$ cat src/wtim_pkg.sv
// ----------------------------------------------------------------------------
// wtim_pkg
// Shared types, constants and helpers for the wheel torque and imbalance unit.
// ----------------------------------------------------------------------------
package wtim_pkg;

  localparam int NPAR = 15;

  localparam logic signed [63:0] ONE30   = 64'sd1073741824;
  localparam logic signed [63:0] CLAMP62 = 64'sh4000_0000_0000_0000;
  localparam logic signed [63:0] C_A1    = 64'sd1686629713;
  localparam logic signed [63:0] C_A3    = 64'sd693598668;
  localparam logic signed [63:0] C_A5    = 64'sd85569306;
  localparam logic signed [63:0] C_A7    = 64'sd5026996;
  localparam logic signed [63:0] C_A9    = 64'sd172272;

  localparam logic signed [65:0] MAX48 = 66'sh0_0000_7FFF_FFFF_FFFF;
  localparam logic signed [65:0] MIN48 = -66'sh0_0000_8000_0000_0000;

  // Right shift applied after a product
  typedef enum logic [1:0] {
    SH0,
    SH24,
    SH30,
    SH32
  } shift_t;

  typedef struct packed {
    logic   start;
    shift_t sh;
  } mul_req_t;

  function automatic logic signed [47:0] sat48(input logic signed [65:0] v);
    logic signed [47:0] r;
    if (v > MAX48) begin
      r = MAX48[47:0];
    end else if (v < MIN48) begin
      r = MIN48[47:0];
    end else begin
      r = v[47:0];
    end
    return r;
  endfunction

endpackage

$ cat src/wtim_mul.sv
// ----------------------------------------------------------------------------
// wtim_mul
// Signed 64x64 multiply with floor shift and clamp to magnitude 2^62.
// One 32x32 partial product per cycle, then shift and round/clamp stages.
// ----------------------------------------------------------------------------
module wtim_mul
  import wtim_pkg::*;
(
  input  logic               clk,
  input  logic               rst,
  input  mul_req_t           req,
  input  logic signed [63:0] a,
  input  logic signed [63:0] b,
  output logic               done,
  output logic signed [63:0] res
);

  typedef enum logic [1:0] {
    M_IDLE,
    M_PP,
    M_SH,
    M_FIN
  } mstate_t;

  mstate_t      state;
  logic [63:0]  ua;
  logic [63:0]  ub;
  logic         neg;
  shift_t       sh;
  logic [127:0] acc;
  logic [1:0]   cnt;
  logic         ovf;
  logic [63:0]  qlo;
  logic         rem;

  logic [31:0]  half_a;
  logic [31:0]  half_b;
  logic [63:0]  pp;
  logic [1:0]   hsum;
  logic [127:0] pp_sh;
  logic [127:0] q;
  logic         rem_c;
  logic [63:0]  v;

  always_comb begin
    half_a = cnt[1] ? ua[63:32] : ua[31:0];
    half_b = cnt[0] ? ub[63:32] : ub[31:0];
    pp     = 64'(half_a) * 64'(half_b);
    hsum   = {1'b0, cnt[1]} + {1'b0, cnt[0]};
    pp_sh  = {64'b0, pp} << {hsum, 5'b0};
  end

  always_comb begin
    case (sh)
      SH0: begin
        q     = acc;
        rem_c = 1'b0;
      end
      SH24: begin
        q     = acc >> 24;
        rem_c = |acc[23:0];
      end
      SH30: begin
        q     = acc >> 30;
        rem_c = |acc[29:0];
      end
      SH32: begin
        q     = acc >> 32;
        rem_c = |acc[31:0];
      end
      default: begin
        q     = acc;
        rem_c = 1'b0;
      end
    endcase
  end

  always_comb begin
    if (ovf) begin
      v = CLAMP62;
    end else begin
      v = qlo + {63'b0, neg & rem};
    end
    if (v > CLAMP62) begin
      v = CLAMP62;
    end
  end

  always_ff @(posedge clk) begin
    if (rst) begin
      state <= M_IDLE;
      done  <= 1'b0;
    end else begin
      done <= 1'b0;
      case (state)
        M_IDLE: begin
          if (req.start) begin
            ua    <= a[63] ? 64'(-a) : 64'(a);
            ub    <= b[63] ? 64'(-b) : 64'(b);
            neg   <= a[63] ^ b[63];
            sh    <= req.sh;
            acc   <= '0;
            cnt   <= '0;
            state <= M_PP;
          end
        end
        M_PP: begin
          acc <= acc + pp_sh;
          cnt <= cnt + 2'd1;
          if (cnt == 2'd3) begin
            state <= M_SH;
          end
        end
        M_SH: begin
          ovf   <= (q[127:64] != '0) || (q[63:0] > CLAMP62);
          qlo   <= q[63:0];
          rem   <= rem_c;
          state <= M_FIN;
        end
        M_FIN: begin
          res   <= neg ? -$signed(v) : $signed(v);
          done  <= 1'b1;
          state <= M_IDLE;
        end
        default: state <= M_IDLE;
      endcase
    end
  end

endmodule

$ cat config.mk
export PLATFORM = sky130hd
export DESIGN_NAME = wtim_mul
export DESIGN_NICKNAME = d
export VERILOG_FILES = /design/src/wtim_pkg.sv /design/src/wtim_mul.sv
export SDC_FILE = /design/constraint.sdc
export NUM_CORES = 2
export LEC_CHECK = 0
export BUFFER_PORTS_ARGS = -buffer_cell sky130_fd_sc_hd__buf_2
export CORE_MARGIN = 2
export CORE_UTILIZATION = 46
export DETAILED_ROUTE_END_ITERATION = 6
export MAX_ROUTING_LAYER = met4
export PLACE_DENSITY = 0.61
export SLEW_MARGIN = 20
export SYNTH_ARGS = -nofsm -noshare
export SYNTH_HDL_FRONTEND = slang
export SYNTH_SLANG_ARGS = --single-unit
$ cat constraint.sdc
create_clock -name clk -period 21.8 [get_ports clk]
set_clock_uncertainty 0.15 [all_clocks]
set_input_delay 4.36 -clock clk [delete_from_list [all_inputs] [get_ports clk]]
set_output_delay 4.36 -clock clk [all_outputs]
set_load 0.02 [all_outputs]
* Word level (Yosys, flattened, before mapping) *
Cells that the tools add are included.

storage, ports and cells
  register bits = 394
  output and inout bits = 65
  input bits = 133
  logic and storage cells = 67

operators by class
  $add $sub $neg = 7
  bitwise operators = 3
  mux-type cells = 17
  eq/ne operators = 9
  multipliers = 1
  shift operators = 1
  order comparisons = 2
  reduce and logical (&&, ||, !) cells = 13

operators by type and width
  cell                    count
  $pmux W128 S4           1
  $pmux W128 S2           1
  $mux W64                3
  $neg A64 Y64            3
  $add A128 B128 Y128     1
  $gt A64 B63 Y1 const B  2
  $mux W128               1
  $shl A64 B7 Y128        1
  $mux W63                2
  $add A64 B1 Y64         1
  $mul A32 B32 Y64        1
  $mux W32                2
  $reduce_bool A64 Y1     1
  $reduce_or A32 Y1       1
  $reduce_or A30 Y1       1
  $reduce_or A24 Y1       1
  $eq A2 B2 Y1 const B    5
  $pmux W2 S4             1
  $mux W2                 3
  $reduce_and A2 Y1       3
  $reduce_and A3 Y1       2
  $eq A2 B1 Y1 const B    2
  $logic_not A2 Y1        2
  $ne A2 B2 Y1 const B    2
  10 further kinds        10

* Logic depth before layout (Yosys ltp) *
  depth in word-level cells = 7
  mapped depth = 47
  depth with buffers taken out = 42

* Worst setup path before layout *
OpenSTA, ideal clock, no wires.

  kind = in2reg
  from = input rst
  to = register neg, enable pin
  arrival time = 13.876 ns
  slack = 6.963 ns
  setup time = 0.811 ns
  data required time = 20.839 ns
  cell stages on the path = 1
  buffers on the path = 0
  path through = nor3b_1

on the way
  word-level cells in the longest chain between the ends = 2

ends and longest elaborated chain
  item                                RTL line         RTL
  start: declaration                  wtim_mul.sv:10   input logic rst,
  $not A1 Y1 (no source line)         --
  $reduce_and A3 Y1 (no source line)  --
  end signal: assignment              wtim_mul.sv:100  neg <= a[63] ^ b[63];
  end: declaration                    wtim_mul.sv:28   logic neg;

Every way passes these cells.
A chain may end at the register's enable or synchronous reset.

* Final worst setup path *
  from = register cnt[1]
  to = register acc[127] (data pin)

on the way
  word-level cells in the longest chain between the ends = 5
  elaborated cells between the ends (all ways) = 6
  those cells by class = add/sub: 2; mul: 1; shift: 1; mux: 2

ends and longest elaborated chain
  item                      RTL line         RTL
  start: declaration        wtim_mul.sv:31   logic [1:0] cnt;
  start signal: assignment  wtim_mul.sv:109  cnt <= cnt + 2'd1;
  $mux W32                  wtim_mul.sv:46   half_a = cnt[1] ? ua[63:32] : ua[31:0];
  $mul A32 B32 Y64          wtim_mul.sv:48   pp = 64'(half_a) * 64'(half_b);
  $shl A64 B7 Y128 *        wtim_mul.sv:50   pp_sh = {64'b0, pp} << {hsum, 5'b0};
  $add A128 B128 Y128 *     wtim_mul.sv:108  acc <= acc + pp_sh;
  $pmux W128 S2 *           wtim_mul.sv:95   case (state)
  end signal: assignment    wtim_mul.sv:108
  end: declaration          wtim_mul.sv:30   logic [127:0] acc;

Every way passes the cells marked *; elsewhere a longest branch is shown, timed or not.

==> impl_metrics.csv <==
group,metric,value,unit
run_status,status,"finished clean",
placement,dp_hpwl,174000,µm
cts,cts_tree,"done",
sta,drv_slew,0,
route,drtAntennaViolNets,0,
global_route,grt_pass1_wl,332000,µm
route,drt_wl_total,220000,µm
route,dr.pass1.iters,7,
critical_path,r2r-start,"cnt[1]$_SDFFCE_PP0P_",
route,vias_per_cell,6.01,
synth,synthDistinctLibCells,105,
synth,mappedNetlistArea,63300,µm²
hold_path,hold_path_end,"state[0]$_SDFFE_PP0P_",
route,drt_iter0_markers,5686,
synth,synthCells,6956,
synth,yosys.area.top_type,"fa_1",
placement,portBuffers,197,
sta,tns,0,ps
sta,fin_ws,6920,ps
sta,hold_viol,0,
critical_path,crit_slowest_cell,"mux2i_4",
global_route,grt_pass1_vias,52545,
floorplanning,die_x,375,µm
synth,synth_ff_type,"edfxtp_1",
finish,synthToLayoutAreaGrowth,7.17,%
sta,relSlewSlack,0.167,
global_route,grt_max_degree,85,
critical_path,cpPeakStageDelay,970,ps
cts,cts_made_buffers,49,
hold_path,hold_start,"state[0]$_SDFFE_PP0P_",
cts,clkTransAtPathRegs,60,ps
critical_path,path_max_fanout,61,
sta,fmax,0.0672,GHz
critical_path,r2r_cells,38,
finish,fin_nets,8385,
cts,clk_latency,660,ps
synth,synth_edf_count,391,
job,maxCapViolations,0,
critical_path,critPathKind,"flop to flop",
finish,drive_gt1_frac,0.0918,
cts,post_cts_resized,0,
route,routed-via-count,52941,
hold_path,hold_class,"flop to flop",
critical_path,reg2reg_slack,6920,ps
critical_path,cp-end-kind,"flop",
cts,clockBufferDepth,3,
synth,post_synth.cell_area_avg,9.10,µm²
finish,fin_util,0.495,
critical_path,cp.required,22060,ps
placement,post-place-ws,6970,ps
sta,worstMarginPinSlew,1250,ps
hold_path,worstHoldPathCells,2,
floorplanning,rows,136,
synth,yosys_warnings,0,
critical_path,r2r_end,"acc[127]$_SDFFCE_PP0P_",
cts,clock-sinks,394,
critical_path,startpoint,"cnt[1]$_SDFFCE_PP0P_",
floorplanning,initial_utilization,0.462,
cts,clockRootBuffer,"clkbuf_16",
global_route,gr-total-overflow,0,
sta,finalSetupViolCount,0,
floorplanning,ios,198,
synth,netlist.area_leader.share,0.284,
synth,syn-num-nets,8386,
sta,fin_crit,14880,ps
floorplanning,die_area,141000,µm²
floorplanning,coreArea,137000,µm²
synth,ys_ff_latch,394,
synth,yosysSeqAreaShare,0.187,
placement,gp_congestion,0.992,
global_route,grt.total_usage,0.322,
cts,postCtsSetupRepairBufs,0,
sta,fin_crit_sh,0.683,
synth,synth_area_leaders,"fa_1, edfxtp_1, ha_1",
synth,synthArstFlopShare,0,
route,avgRoutedWirePerCell,25.0,µm
cts,cts_hold_buf,0,
cts,htree_levels,2,
placement,place_inst,8698,
floorplanning,fp.dieH,375,µm
finish,final_cells,8804,
critical_path,arrival,15150,ps
global_route,antenna_found_initial,12,
route,drc,0,
critical_path,crit_path_start_kind,"flop",
critical_path,path_common_cell,"fa_1",
sta,rsz0062_at_grt,"no",
registers in the layout, summed over array words and instances (netlist names):
signal,cells
acc,128
qlo,64
res,64
ua,64
ub,64
cnt,2
sh,2
state,2
done,1
neg,1
ovf,1
rem,1
metal layers:
metal / GRT usage / wire [µm]
met5: - / 0
met4: 0.137 / 11100
met3: 0.0723 / 24100
met2: 0.455 / 92500
met1: 0.445 / 92300
cell type report:
class | instances | area [µm²]
clock buffers | 52 | 1240
well taps | 1794 | 2240
diodes | 16 | 40.0
inverters | 934 | 3510
flip-flops and latches | 394 | 11800
fillers | 12867 | 69200
multi-input cells | 5277 | 46800
repair buffers | 299 | 1750
clock inverters | 38 | 438
cells in the mapped netlist, types with 21 or more instances:
cell type	instances
a211oi_1	22
a21o_1	90
a21oi_1	294
a31oi_1	34
and2_1	53
and3_1	32
buf_1	32
clkbuf_1	292
edfxtp_1	391
fa_1	897
ha_1	400
inv_1	932
mux2_2	78
mux2i_1	86
mux4_2	64
nand2_1	708
nand2b_1	34
nand3_1	79
nand4_1	102
nor2_1	990
nor2b_1	21
nor3_1	84
nor4_1	78
o21a_1	37
o21ai_0	239
o21bai_1	53
o22ai_1	25
o31ai_1	63
o41ai_1	22
or3_1	52
or4_1	36
xnor2_1	266
xor2_1	100
through the flow:
stage	hold WS, ps	area [µm²]
detailed placement	396	66100
finish	393	67800
floorplan	357	63300
CTS	403	67800
global placement	377	66100
global route	439	67800
logic make-up (layout without fill, tap and decap cells):
logic type      after synthesis  in the layout  share of synthesized area
simple gates               2358           2358                      0.168
fa+ha+maj                  1297           1297                      0.363
buf+inv                    1285           1323                     0.0783
compound gates             1028           1028                      0.104
flops                       394            394                      0.187
xor+xnor                    366            366                     0.0507
mux                         228            228                     0.0503
other cells                   0             16                          0
worst max-delay path, delay by kind of cell (launching register included):
kind	cells	cell delay [ps]
adders and majority gates	10	4770
buffers and inverters	3	970
DFF	1	600
AOI/OAI and AO/OA	16	5360
xor gates and xnor gates	1	220
muxes	2	1060
and+or+nand+nor	6	1470
cell usage in the layout (no fill, tap or decap), types with 36 or more instances in the layout:
cell type	count
mux4_2	64
xnor2_1	266
nand4_1	102
clkbuf_16	49
buf_2	197
and2_1	53
mux2_2	78
nand3_1	79
a21o_1	90
o21ai_0	239
xor2_1	99
edfxtp_1	391
nor3_1	84
or3_1	52
inv_1	931
mux2i_1	43
a21oi_1	294
o21a_1	37
nand2_1	708
o31ai_1	62
or4_1	36
nor2_1	989
o21bai_1	53
nor4_1	78
fa_1	897
ha_1	399
buf_4	102
mux2i_2	36
worst max path at each step:
stage                                   endpoint  slack [ps]  depth (start not counted)
after floorplan                    neg$_DFFE_PP_        6960                          1
after global placement    acc[127]$_SDFFCE_PP0P_        7070                         43
after detailed placement  acc[127]$_SDFFCE_PP0P_        6970                         38
after CTS                 acc[127]$_SDFFCE_PP0P_        6970                         41
after global routing      acc[127]$_SDFFCE_PP0P_        6140                         41
final                     acc[127]$_SDFFCE_PP0P_        6920                         38
Power is not shown: default switching activity piles up to over one toggle a cycle in this logic, so the estimate is an artifact.
